## src/hdl/assert_macros.svh

```systemverilog
// Assertion macros shared by the converter RTL.
// The macros expect a clock named clk and a synchronous reset named rst in scope.
`ifndef ASSERT_MACROS_SVH
`define ASSERT_MACROS_SVH

// Property checked on every rising clock edge outside reset.
`define ASSERT_CLK(label, prop, msg) \
  label: assert property (@(posedge clk) disable iff (rst) (prop)) else $error(msg);

// Implication checked on every rising clock edge outside reset.
`define ASSERT_IMPLY(label, ante, cons, msg) \
  label: assert property (@(posedge clk) disable iff (rst) (ante) |-> (cons)) else $error(msg);

// Next-cycle implication checked outside reset.
`define ASSERT_NEXT(label, ante, cons, msg) \
  label: assert property (@(posedge clk) disable iff (rst) (ante) |=> (cons)) else $error(msg);

`endif

```

## src/hdl/b2da_pkg.sv

```systemverilog
// Types, constants and constant functions for the binary to decimal ASCII converter.
// Used by b2da_digit_stage and binary_to_decimal_ascii; depends on nothing.
package b2da_pkg;

  localparam int MaxDigits = 10;
  localparam int DigitCountDefault = 10;
  localparam int ValueWidth = 31;
  localparam int CmpWidth = 35;
  localparam int CountWidth = 4;
  localparam logic [5:0] AsciiZero = 6'd48;

  typedef logic [3:0] digit_t;

  // Work carried from one digit stage to the next.
  typedef struct packed {
    logic [ValueWidth-1:0]      rem;
    digit_t [MaxDigits-1:0]     digits;
    logic [CountWidth-1:0]      cnt;
  } stage_t;

  function automatic logic [63:0] pow10(input int p);
    logic [63:0] r;
    r = 64'd1;
    for (int i = 0; i < p; i++) begin
      r = r * 64'd10;
    end
    return r;
  endfunction

endpackage

```

## src/hdl/binary_to_decimal_ascii.sv

```systemverilog
// Top level of the binary to decimal ASCII converter.
// Depends on b2da_pkg, b2da_digit_stage and assert_macros.svh.
//
// Usage: the slave channel (s_tvalid, s_tready, s_tdata) takes one non-negative
// integer per beat. The master channel (m_tvalid, m_tready, m_tdata, m_tlast)
// returns its decimal digits as ASCII characters, most significant first, one
// character per beat, with leading zeros dropped and tlast on the final one.
// Zero gives a single '0'. Values wider than DIGIT_COUNT digits show as all nines.
// The input register, DIGIT_COUNT digit stages and the character serializer form
// the pipeline, and an item passes through them in that order before its first
// character is presented. The serializer sends one character per cycle while
// m_tready is high, so an item of k digits takes k beats on the master channel,
// and the slave channel accepts one item per cycle while the pipeline has room.
// When the receiver stalls, every stage holds its data and fills up in turn
// before s_tready falls; nothing is dropped or repeated.
// Reset clears all valid bits; the block accepts input in the first cycle after.
`include "assert_macros.svh"

module binary_to_decimal_ascii
  import b2da_pkg::*;
#(
  parameter int DIGIT_COUNT = DigitCountDefault
) (
  input  logic       clk,
  input  logic       rst,
  input  logic       s_tvalid,
  output logic       s_tready,
  input  logic [31:0] s_tdata,  // [30:0] value, [31] zero fill
  output logic       m_tvalid,
  input  logic       m_tready,
  output logic [7:0] m_tdata,   // [5:0] digit_char, [7:6] zero fill
  output logic       m_tlast
);

  localparam int N = (DIGIT_COUNT >= 1 && DIGIT_COUNT <= MaxDigits) ? DIGIT_COUNT : MaxDigits;
  localparam logic [CmpWidth-1:0] Limit = CmpWidth'(pow10(N) - 64'd1);

  logic   chain_valid [0:N];
  logic   chain_ready [0:N];
  stage_t chain_data  [0:N];

  logic [ValueWidth-1:0] value_sat;
  stage_t                in_next;

  always_comb begin
    value_sat = s_tdata[ValueWidth-1:0];
    if ({{(CmpWidth-ValueWidth){1'b0}}, s_tdata[ValueWidth-1:0]} > Limit) begin
      value_sat = Limit[ValueWidth-1:0];
    end
    in_next.rem    = value_sat;
    in_next.digits = '0;
    in_next.cnt    = '0;
  end

  assign s_tready = !chain_valid[0] || chain_ready[0];

  always_ff @(posedge clk) begin
    if (rst) begin
      chain_valid[0] <= 1'b0;
    end else if (s_tready) begin
      chain_valid[0] <= s_tvalid;
    end
  end

  always_ff @(posedge clk) begin
    if (s_tready && s_tvalid) begin
      chain_data[0] <= in_next;
    end
  end

  for (genvar j = 0; j < N; j++) begin : g_stage
    b2da_digit_stage #(
      .POS(N - 1 - j)
    ) u_stage (
      .clk      (clk),
      .rst      (rst),
      .in_valid (chain_valid[j]),
      .in_ready (chain_ready[j]),
      .in_data  (chain_data[j]),
      .out_valid(chain_valid[j+1]),
      .out_ready(chain_ready[j+1]),
      .out_data (chain_data[j+1])
    );
  end

  // Character serializer: digits are right aligned, remaining counts what is left.
  digit_t [MaxDigits-1:0] ser_digits;
  logic [CountWidth-1:0]  remaining;
  logic [CountWidth-1:0]  head_idx;
  logic                   ser_first;
  logic                   load;
  digit_t                 head;

  assign head_idx         = remaining - CountWidth'(1);
  assign head             = ser_digits[head_idx];
  assign m_tlast          = (remaining == CountWidth'(1));
  assign m_tdata          = {2'b00, AsciiZero + {2'b00, head}};
  assign chain_ready[N]   = !m_tvalid || (m_tready && m_tlast);
  assign load             = chain_ready[N] && chain_valid[N];

  always_ff @(posedge clk) begin
    if (rst) begin
      m_tvalid  <= 1'b0;
      remaining <= '0;
      ser_first <= 1'b0;
    end else if (chain_ready[N]) begin
      m_tvalid  <= chain_valid[N];
      ser_first <= chain_valid[N];
      if (chain_valid[N]) begin
        remaining <= (chain_data[N].cnt == '0) ? CountWidth'(1) : chain_data[N].cnt;
      end
    end else if (m_tready) begin
      remaining <= remaining - CountWidth'(1);
      ser_first <= 1'b0;
    end
  end

  always_ff @(posedge clk) begin
    if (load) begin
      ser_digits <= chain_data[N].digits;
    end
  end

  `ASSERT_IMPLY(a_remaining_range, m_tvalid,
    remaining != '0 && remaining <= CountWidth'(N),
    "Serializer count out of range while a character is shown.")
  `ASSERT_IMPLY(a_no_leading_zero, m_tvalid && ser_first && !m_tlast,
    head != '0,
    "Leading zero emitted in a multi-digit run.")
  `ASSERT_NEXT(a_count_steps, m_tvalid && m_tready && !m_tlast,
    m_tvalid && remaining == $past(remaining) - CountWidth'(1),
    "Serializer did not advance by one character.")

endmodule

```

## src/hdl/b2da_digit_stage.sv

```systemverilog
// One pipeline stage of the converter: extracts the decimal digit at position POS.
// Depends on b2da_pkg and assert_macros.svh.
`include "assert_macros.svh"

module b2da_digit_stage
  import b2da_pkg::*;
#(
  parameter int POS = 0
) (
  input  logic   clk,
  input  logic   rst,
  input  logic   in_valid,
  output logic   in_ready,
  input  stage_t in_data,
  output logic   out_valid,
  input  logic   out_ready,
  output stage_t out_data
);

  localparam logic [CmpWidth-1:0] Step = CmpWidth'(pow10(POS));

  logic [CmpWidth-1:0] rem_ext;
  logic [CmpWidth-1:0] sub;
  digit_t              d;
  stage_t              data_next;

  assign in_ready = !out_valid || out_ready;
  assign rem_ext  = {{(CmpWidth-ValueWidth){1'b0}}, in_data.rem};

  always_comb begin
    d   = '0;
    sub = '0;
    for (int k = 1; k <= 9; k++) begin
      if (rem_ext >= CmpWidth'(k) * Step) begin
        d   = 4'(k);
        sub = CmpWidth'(k) * Step;
      end
    end
    data_next     = in_data;
    data_next.rem = in_data.rem - sub[ValueWidth-1:0];
    if (d != '0 || in_data.cnt != '0) begin
      data_next.digits = {in_data.digits[MaxDigits-2:0], d};
      data_next.cnt    = in_data.cnt + CountWidth'(1);
    end
  end

  always_ff @(posedge clk) begin
    if (rst) begin
      out_valid <= 1'b0;
    end else if (in_ready) begin
      out_valid <= in_valid;
    end
  end

  always_ff @(posedge clk) begin
    if (in_ready && in_valid) begin
      out_data <= data_next;
    end
  end

  `ASSERT_IMPLY(a_rem_below_step, out_valid,
    {{(CmpWidth-ValueWidth){1'b0}}, out_data.rem} < Step,
    "Remainder not below the digit weight after extraction.")
  `ASSERT_IMPLY(a_lead_nonzero, out_valid && out_data.cnt != '0,
    out_data.digits[out_data.cnt - CountWidth'(1)] != '0,
    "Leading stored digit is zero.")

endmodule

```

## config.mk

```make
export PLATFORM = sky130hd
export DESIGN_NAME = binary_to_decimal_ascii
export DESIGN_NICKNAME = d
export VERILOG_FILES = /design/src/hdl/b2da_pkg.sv /design/src/hdl/binary_to_decimal_ascii.sv /design/src/hdl/b2da_digit_stage.sv
export VERILOG_INCLUDE_DIRS = /design/src /design/src/hdl
export SDC_FILE = /design/constraint.sdc
export NUM_CORES = 1
export LEC_CHECK = 0
export BUFFER_PORTS_ARGS = -buffer_cell sky130_fd_sc_hd__buf_2
export CORE_MARGIN = 1.5
export CORE_UTILIZATION = 63
export CTS_BUF_LIST = sky130_fd_sc_hd__clkbuf_8
export CTS_CLUSTER_SIZE = 28
export DETAILED_ROUTE_END_ITERATION = 8
export PLACE_DENSITY = 0.76
export SYNTH_ARGS = -nofsm -noshare
export SYNTH_HDL_FRONTEND = slang
export SYNTH_SLANG_ARGS = --single-unit
export TNS_END_PERCENT = 30
```

## constraint.sdc

```tcl
create_clock -name clk -period 7.2 [get_ports clk]
set_input_delay 1.08 -clock clk [delete_from_list [all_inputs] [get_ports clk]]
set_output_delay 1.08 -clock clk [all_outputs]
set_load 0.01 [all_outputs]
```

# Yosys cells after proc, flatten, opt, wreduce, memory -nomap -nowiden
# Cells that the tools add are included.
[classes]
add_sub_neg = 20
n_lt_le_gt_ge = 91
n_eq_ne = 2
muxes = 186
reduce_logical = 67
[ops]
columns = ["operator", "count"]
rows = [
  ["44-bit two-way mux", 9],
  ["31-bit two-way mux", 8],
  ["31-bit by 10-bit >= comparator with 1-bit output, second input constant", 5],
  ["31-bit by 20-bit >= comparator with 1-bit output, second input constant", 5],
  ["31-bit by 30-bit >= comparator with 1-bit output, second input constant", 5],
  ["30-bit two-way mux", 5],
  ["31-bit by 33-bit >= comparator with 1-bit output, second input constant", 4],
  ["31-bit by 13-bit >= comparator with 1-bit output, second input constant", 4],
  ["31-bit by 17-bit >= comparator with 1-bit output, second input constant", 4],
  ["31-bit by 23-bit >= comparator with 1-bit output, second input constant", 4],
  ["31-bit by 27-bit >= comparator with 1-bit output, second input constant", 4],
  ["31-bit by 3-bit >= comparator with 1-bit output, second input constant", 4],
  ["31-bit by 7-bit >= comparator with 1-bit output, second input constant", 4],
  ["3-bit two-way mux", 40],
  ["27-bit two-way mux", 4],
  ["4-bit two-way mux", 26],
  ["20-bit two-way mux", 5],
  ["31-bit by 16-bit >= comparator with 1-bit output, second input constant", 3],
  ["31-bit by 19-bit >= comparator with 1-bit output, second input constant", 3],
  ["31-bit by 26-bit >= comparator with 1-bit output, second input constant", 3],
  ["31-bit by 29-bit >= comparator with 1-bit output, second input constant", 3],
  ["31-bit by 4-bit >= comparator with 1-bit output, second input constant", 3],
  ["31-bit by 6-bit >= comparator with 1-bit output, second input constant", 3],
  ["31-bit by 9-bit >= comparator with 1-bit output, second input constant", 3],
  ["other kinds (66)", 205],
]
[word_totals]
register_bits = 803
inputBits = 36
out_inout_bits = 11
elab_cells = 510

# Logic depth before layout (Yosys ltp)
[logic_depth]
ltp_word = 15
mapped_depth = 20
ltp_nobuf = 19

# Modules after synthesis
# A second synthesis with hierarchy kept.
[hier_totals]
cells_unflattened = 3659
area_unflattened_um2 = 46065.4
[modules_own_cells]
columns = ["mod", "n_inst", "cells_each", "area_each_um2", "seq_area_each_um2"]
rows = [
  ["b2da_digit_stage at g_stage[1].u_stage", 1, 431, 4952.2, 2272.2],
  ["b2da_digit_stage at g_stage[3].u_stage", 1, 409, 4728.3, 2272.2],
  ["b2da_digit_stage at g_stage[2].u_stage", 1, 397, 4581.9, 2272.2],
  ["b2da_digit_stage at g_stage[4].u_stage", 1, 356, 4406.7, 2272.2],
  ["b2da_digit_stage at g_stage[5].u_stage", 1, 335, 4355.4, 2272.2],
  ["b2da_digit_stage at g_stage[0].u_stage", 1, 403, 4165.2, 2272.2],
  ["b2da_digit_stage at g_stage[6].u_stage", 1, 324, 4130.2, 2272.2],
  ["b2da_digit_stage at g_stage[7].u_stage", 1, 308, 4072.7, 2272.2],
  ["b2da_digit_stage at g_stage[8].u_stage", 1, 298, 4017.6, 2272.2],
  ["b2da_digit_stage at g_stage[9].u_stage", 1, 248, 3724.8, 2272.2],
  ["binary_to_decimal_ascii", 1, 150, 2930.3, 2252.2],
]

# Worst setup path after synthesis
# Ideal clock, no wire load.
[synth_timing]
kind = "input -> register"
start = "input m_tready"
end = "register g_stage[4].u_stage.out_data[0] (netlist bit), enable pin"
arrival_ns = 5.402
required_time_ns = 6.655
slack_ns = 1.253
stages = 4
path_buffers = 0
cell_sequence = "nand4bb_1 > nand4_1 > nor3_1 > a21boi_0"
[synth_between]
elab_chain_len = 9
[synth_rtl]
columns = ["element", "line", "text"]
rows = [
  ["from (decl)", "binary_to_decimal_ascii.sv:30", "input logic m_tready,"],
  ["1-bit logical AND", "binary_to_decimal_ascii.sv:98", "assign chain_ready[N] = !m_tvalid || (m_tready && m_tlast);"],
  ["1-bit logical OR", "binary_to_decimal_ascii.sv:98", ""],
  ["1-bit logical OR (6 in series)", "b2da_digit_stage.sv:27", "assign in_ready = !out_valid || out_ready;"],
  ["1-bit logical AND", "b2da_digit_stage.sv:56", "if (in_ready && in_valid) begin"],
  ["to (signal assigned)", "b2da_digit_stage.sv:57", "out_data <= data_next;"],
  ["to (decl)", "b2da_digit_stage.sv:17", "output stage_t out_data"],
]
# Every way passes these cells.
# A chain may end at the register's enable or synchronous reset.

==> out/metrics.cfg <==
[status]
status = completed

[place]
routabilityCongestion = 0.9070
dpl.hpwl_mm = 52.73
dpl_cell_area_um2 = 34330
io_buffer_count = 41
place_inst = 3618

[setup_path]
critPathKind = reg2reg
cp-end-kind = flip-flop
crit_buf_inv = 0
cp_top_family = simple AND/OR/NAND/NOR gates
crit_chain = or4_1, nor4_2, nor2b_1, o311ai_0, a221oi_1, nor2_1, nor4b_1, ha_1, and3_1, nand3_1, a211oi_1, o41ai_1, nand2_1, a2111oi_0, xor2_1
startpoint_type = flip-flop
crit_arrival_ps = 6770
slowest_delay_ps = 840
crit_fanout = 5
cp_slowest_cell = nor4b_1
required_ps = 7590

[sta]
maxSlewViolCount = 0
period_needed_ps = 6386
grt_setup_unrepaired = no
skew_ps = 39.91
tightest_slew_ps = 1091
finalSetupTns_ps = 0
setup_viol = 0
final-hold-violation-count = 0
layout_worst_path_cycle_share_pct = 88.69
max_freq_ghz = 0.1566
max_slew_margin_pct = 27.11

[clock_tree]
root_buffer = clkbuf_8
clk_pin_slew_ps = 60
cts_sinks = 598
cts_setup_buffers = 0
cts_resized = 0
insertion_delay_ps = 710
cts_tree = done
cts_buffers = 97
cts_buffer_depth = 3
htreeDepth = 3
ctsHoldBuffers = 0

[final_layout]
syn_to_final_growth_pct = 8.189
antenna_cells = 0
utilization_pct = 68.89
drive_gt1_share_pct = 11.79
final_cells = 3793
nets = 3221
finish.instance_area_um2 = 36200
fill_cells = 3805
multi_input_area_um2 = 14810
ff_latch_area_um2 = 17800

[synthesis]
ys_types = 90
yosysSeqAreaShare_pct = 53.18
ys_seq_elements = 598
synth_edf_count = 582
synth_cells = 2974
netlist_area_um2 = 33460
syn_area_per_cell_um2 = 11.25
ys_async_sr_fraction_pct = 0
yosysWarnings = 0
yosys_most_used_dff = edfxtp_1

[floorplanning]
initial_core_util_pct = 63.68
coreArea_um2 = 52550
fp.dieW_um = 233.5
ios = 47
die_h_um = 233.5
rows = 84
die_area_um2 = 54510

[global_routing]
met2_usage_pct = 46.35
grt_use_met3_pct = 4.187
grt_util_met1_pct = 33.30
track_usage_pct = 26.44
antenna_found_initial = 0
grt_pass1_wl_mm = 114.3
gr-total-overflow = 0
grt_start_max_net_pins = 70
top_usage_layer = met2
grt_pass1_vias = 22560

[routing]
drc = 0
totalWireLength_mm = 71.88
drtPass1Iterations = 5
antenna_left = 0
drt_iter0_drc = 1738
wl_per_cell_um = 18.95
routed-via-count = 23230
vias_per_cell = 6.125

[power_and_ir_drop]
peakVddDrop_v = 0.0001659
power_leakage_nw = 12.95
cellPowerDensity_nw_per_um2 = 203.4

[worst_hold_path]
hold_class = reg2reg

[run]
maxCapViolCount = 0

report_power, final:
part	internal (mW)	switching, mW	leakage, nW	total, mW
clock	1.46	1.33	1.05	2.79
combinational	0.263	0.344	6.48	0.607
sequential	3.88	0.0926	5.43	3.97
total	5.60	1.76	13.0	7.36
state kept, by name, indices dropped and copies added, names as in the netlist:
signal,cells
ser_digits,38
chain_valid,1
chain_data,31
g_stage.u_stage.out_valid,10
m_tvalid,1
remaining,4
g_stage.u_stage.out_data,513
metal layers:
| metal | wire (um) | share of wire (%) | vias to the layer above |
|---|---|---|---|
| li1 | - | - | 11260 |
| met1 | 30270 | 42 | 11110 |
| met2 | 36110 | 50 | 705 |
| met3 | 3469 | 4.8 | 162 |
| met4 | 2041 | 2.8 | 0 |
| met5 | 0 | 0 | - |
path summary, 6_finish.rpt:
path | start | end | slack [ps] | cells past startpoint
worst min register to register | g_stage[9].u_stage.out_data[24]$_DFFE_PP_ | ser_digits[20]$_DFFE_PP_ | 410 | 0
worst max-delay path | g_stage[2].u_stage.out_data[70]$_DFFE_PP_ | g_stage[3].u_stage.out_data[74]$_DFFE_PP_ | 810 | 15
worst max register to register | g_stage[2].u_stage.out_data[70]$_DFFE_PP_ | g_stage[3].u_stage.out_data[74]$_DFFE_PP_ | 810 | 15
worst min-delay path | g_stage[9].u_stage.out_data[24]$_DFFE_PP_ | ser_digits[20]$_DFFE_PP_ | 410 | 0
worst register-to-register path, cell delays in order, from the launching register on:
cell       delay [ps]
edfxtp_1          420
or4_1             640
nor4_2            400
nor2b_1           320
o311ai_0          370
a221oi_1          510
nor2_1            130
nor4b_1           840
ha_1              440
and3_1            210
nand3_1            90
a211oi_1           70
o41ai_1           580
nand2_1           260
a2111oi_0         680
xor2_1            140
cells by family after synthesis:
family / after synthesis / share of synthesized area [%]
AOI/OAI and AO/OA: 655 / 12.84
and+or+nand+nor: 975 / 14.85
DFF: 598 / 53.18
other: 2 / 0.02244
muxes: 124 / 4.427
buffers and inverters: 248 / 2.984
xor gates and xnor gates: 216 / 5.653
adders and majority gates: 156 / 6.035
synthesized netlist by cell type, types with 7 or more instances:
| master | instances | area [um^2] |
|---|---|---|
| edfxtp_1 | 582 | 17480 |
| nand2_1 | 235 | 882.1 |
| nor2_1 | 219 | 822.0 |
| a21oi_1 | 157 | 785.8 |
| o21ai_0 | 150 | 750.7 |
| ha_1 | 147 | 1839 |
| inv_1 | 143 | 536.8 |
| xnor2_1 | 132 | 1156 |
| mux2_2 | 105 | 1182 |
| nor3_1 | 87 | 435.4 |
| clkbuf_1 | 84 | 315.3 |
| xor2_1 | 84 | 735.7 |
| nand3_1 | 63 | 315.3 |
| nor2b_1 | 59 | 369.1 |
| nand2b_1 | 46 | 287.8 |
| nor4_1 | 46 | 287.8 |
| a21o_1 | 45 | 337.8 |
| o21a_1 | 42 | 315.3 |
| and2_1 | 38 | 237.7 |
| nand4_1 | 32 | 200.2 |
| a211oi_1 | 29 | 217.7 |
| or3_1 | 28 | 175.2 |
| a31oi_1 | 25 | 156.4 |
| o211ai_1 | 24 | 180.2 |
| or2_2 | 23 | 143.9 |
| or4_1 | 22 | 165.2 |
| a21boi_0 | 21 | 157.7 |
| and3_1 | 20 | 125.1 |
| o31ai_1 | 20 | 150.1 |
| o21bai_1 | 18 | 135.1 |
| dfxtp_1 | 16 | 320.3 |
| a2111oi_0 | 13 | 113.9 |
| a211o_1 | 12 | 105.1 |
| a31o_2 | 12 | 105.1 |
| nand3b_1 | 12 | 90.09 |
| nand4b_1 | 12 | 105.1 |
| fa_1 | 9 | 180.2 |
| nor4b_1 | 9 | 78.83 |
| a41o_1 | 8 | 80.08 |
| mux4_2 | 8 | 180.2 |
| o22ai_1 | 8 | 50.05 |
| o31a_1 | 8 | 70.07 |
| a311oi_1 | 7 | 61.31 |
| a41oi_1 | 7 | 61.31 |
| mux2i_1 | 7 | 70.07 |
stage by stage:
step	total power [mW]	hold WS [ps]	setup slack [ps]
final	7.365	412.6	814.1
after global routing	7.648	412.0	432.7
after CTS	7.418	415.1	844.4
after detailed placement	4.637	404.5	1059
after global placement	4.618	400.4	1343
after floorplan	4.478	400.3	1253
cells in the final DEF (no fill, tap or decap), types with 13 or more instances in the layout:
cell type,n
edfxtp_1,582
nand2_1,235
nor2_1,215
inv_1,171
a21oi_1,155
o21ai_0,150
ha_1,147
xnor2_1,132
mux2_2,105
clkbuf_8,101
nor3_1,87
xor2_1,84
nand3_1,63
nor2b_1,55
nand2b_1,46
a21o_1,45
nor4_1,45
o21a_1,42
buf_2,41
and2_1,38
nand4_1,32
a211oi_1,29
or3_1,28
o211ai_1,24
a31oi_1,23
or2_2,23
or4_1,22
clkinv_1,21
and3_1,20
o31ai_1,20
a21boi_0,18
o21bai_1,18
buf_4,18
dfxtp_1,16
a2111oi_0,13
clkinv_2,13
final cells by class:
type / instances / share of cell area (%)
flip-flops and latches: 598 / 49.16
clock buffers: 101 / 3.840
well taps: 688 / 2.378
multi-input cells: 2130 / 40.89
inverters: 143 / 1.483
repair buffers: 59 / 0.9400
clock inverters: 74 / 1.306
No activity file was read; power rests on OpenSTA's default activity.
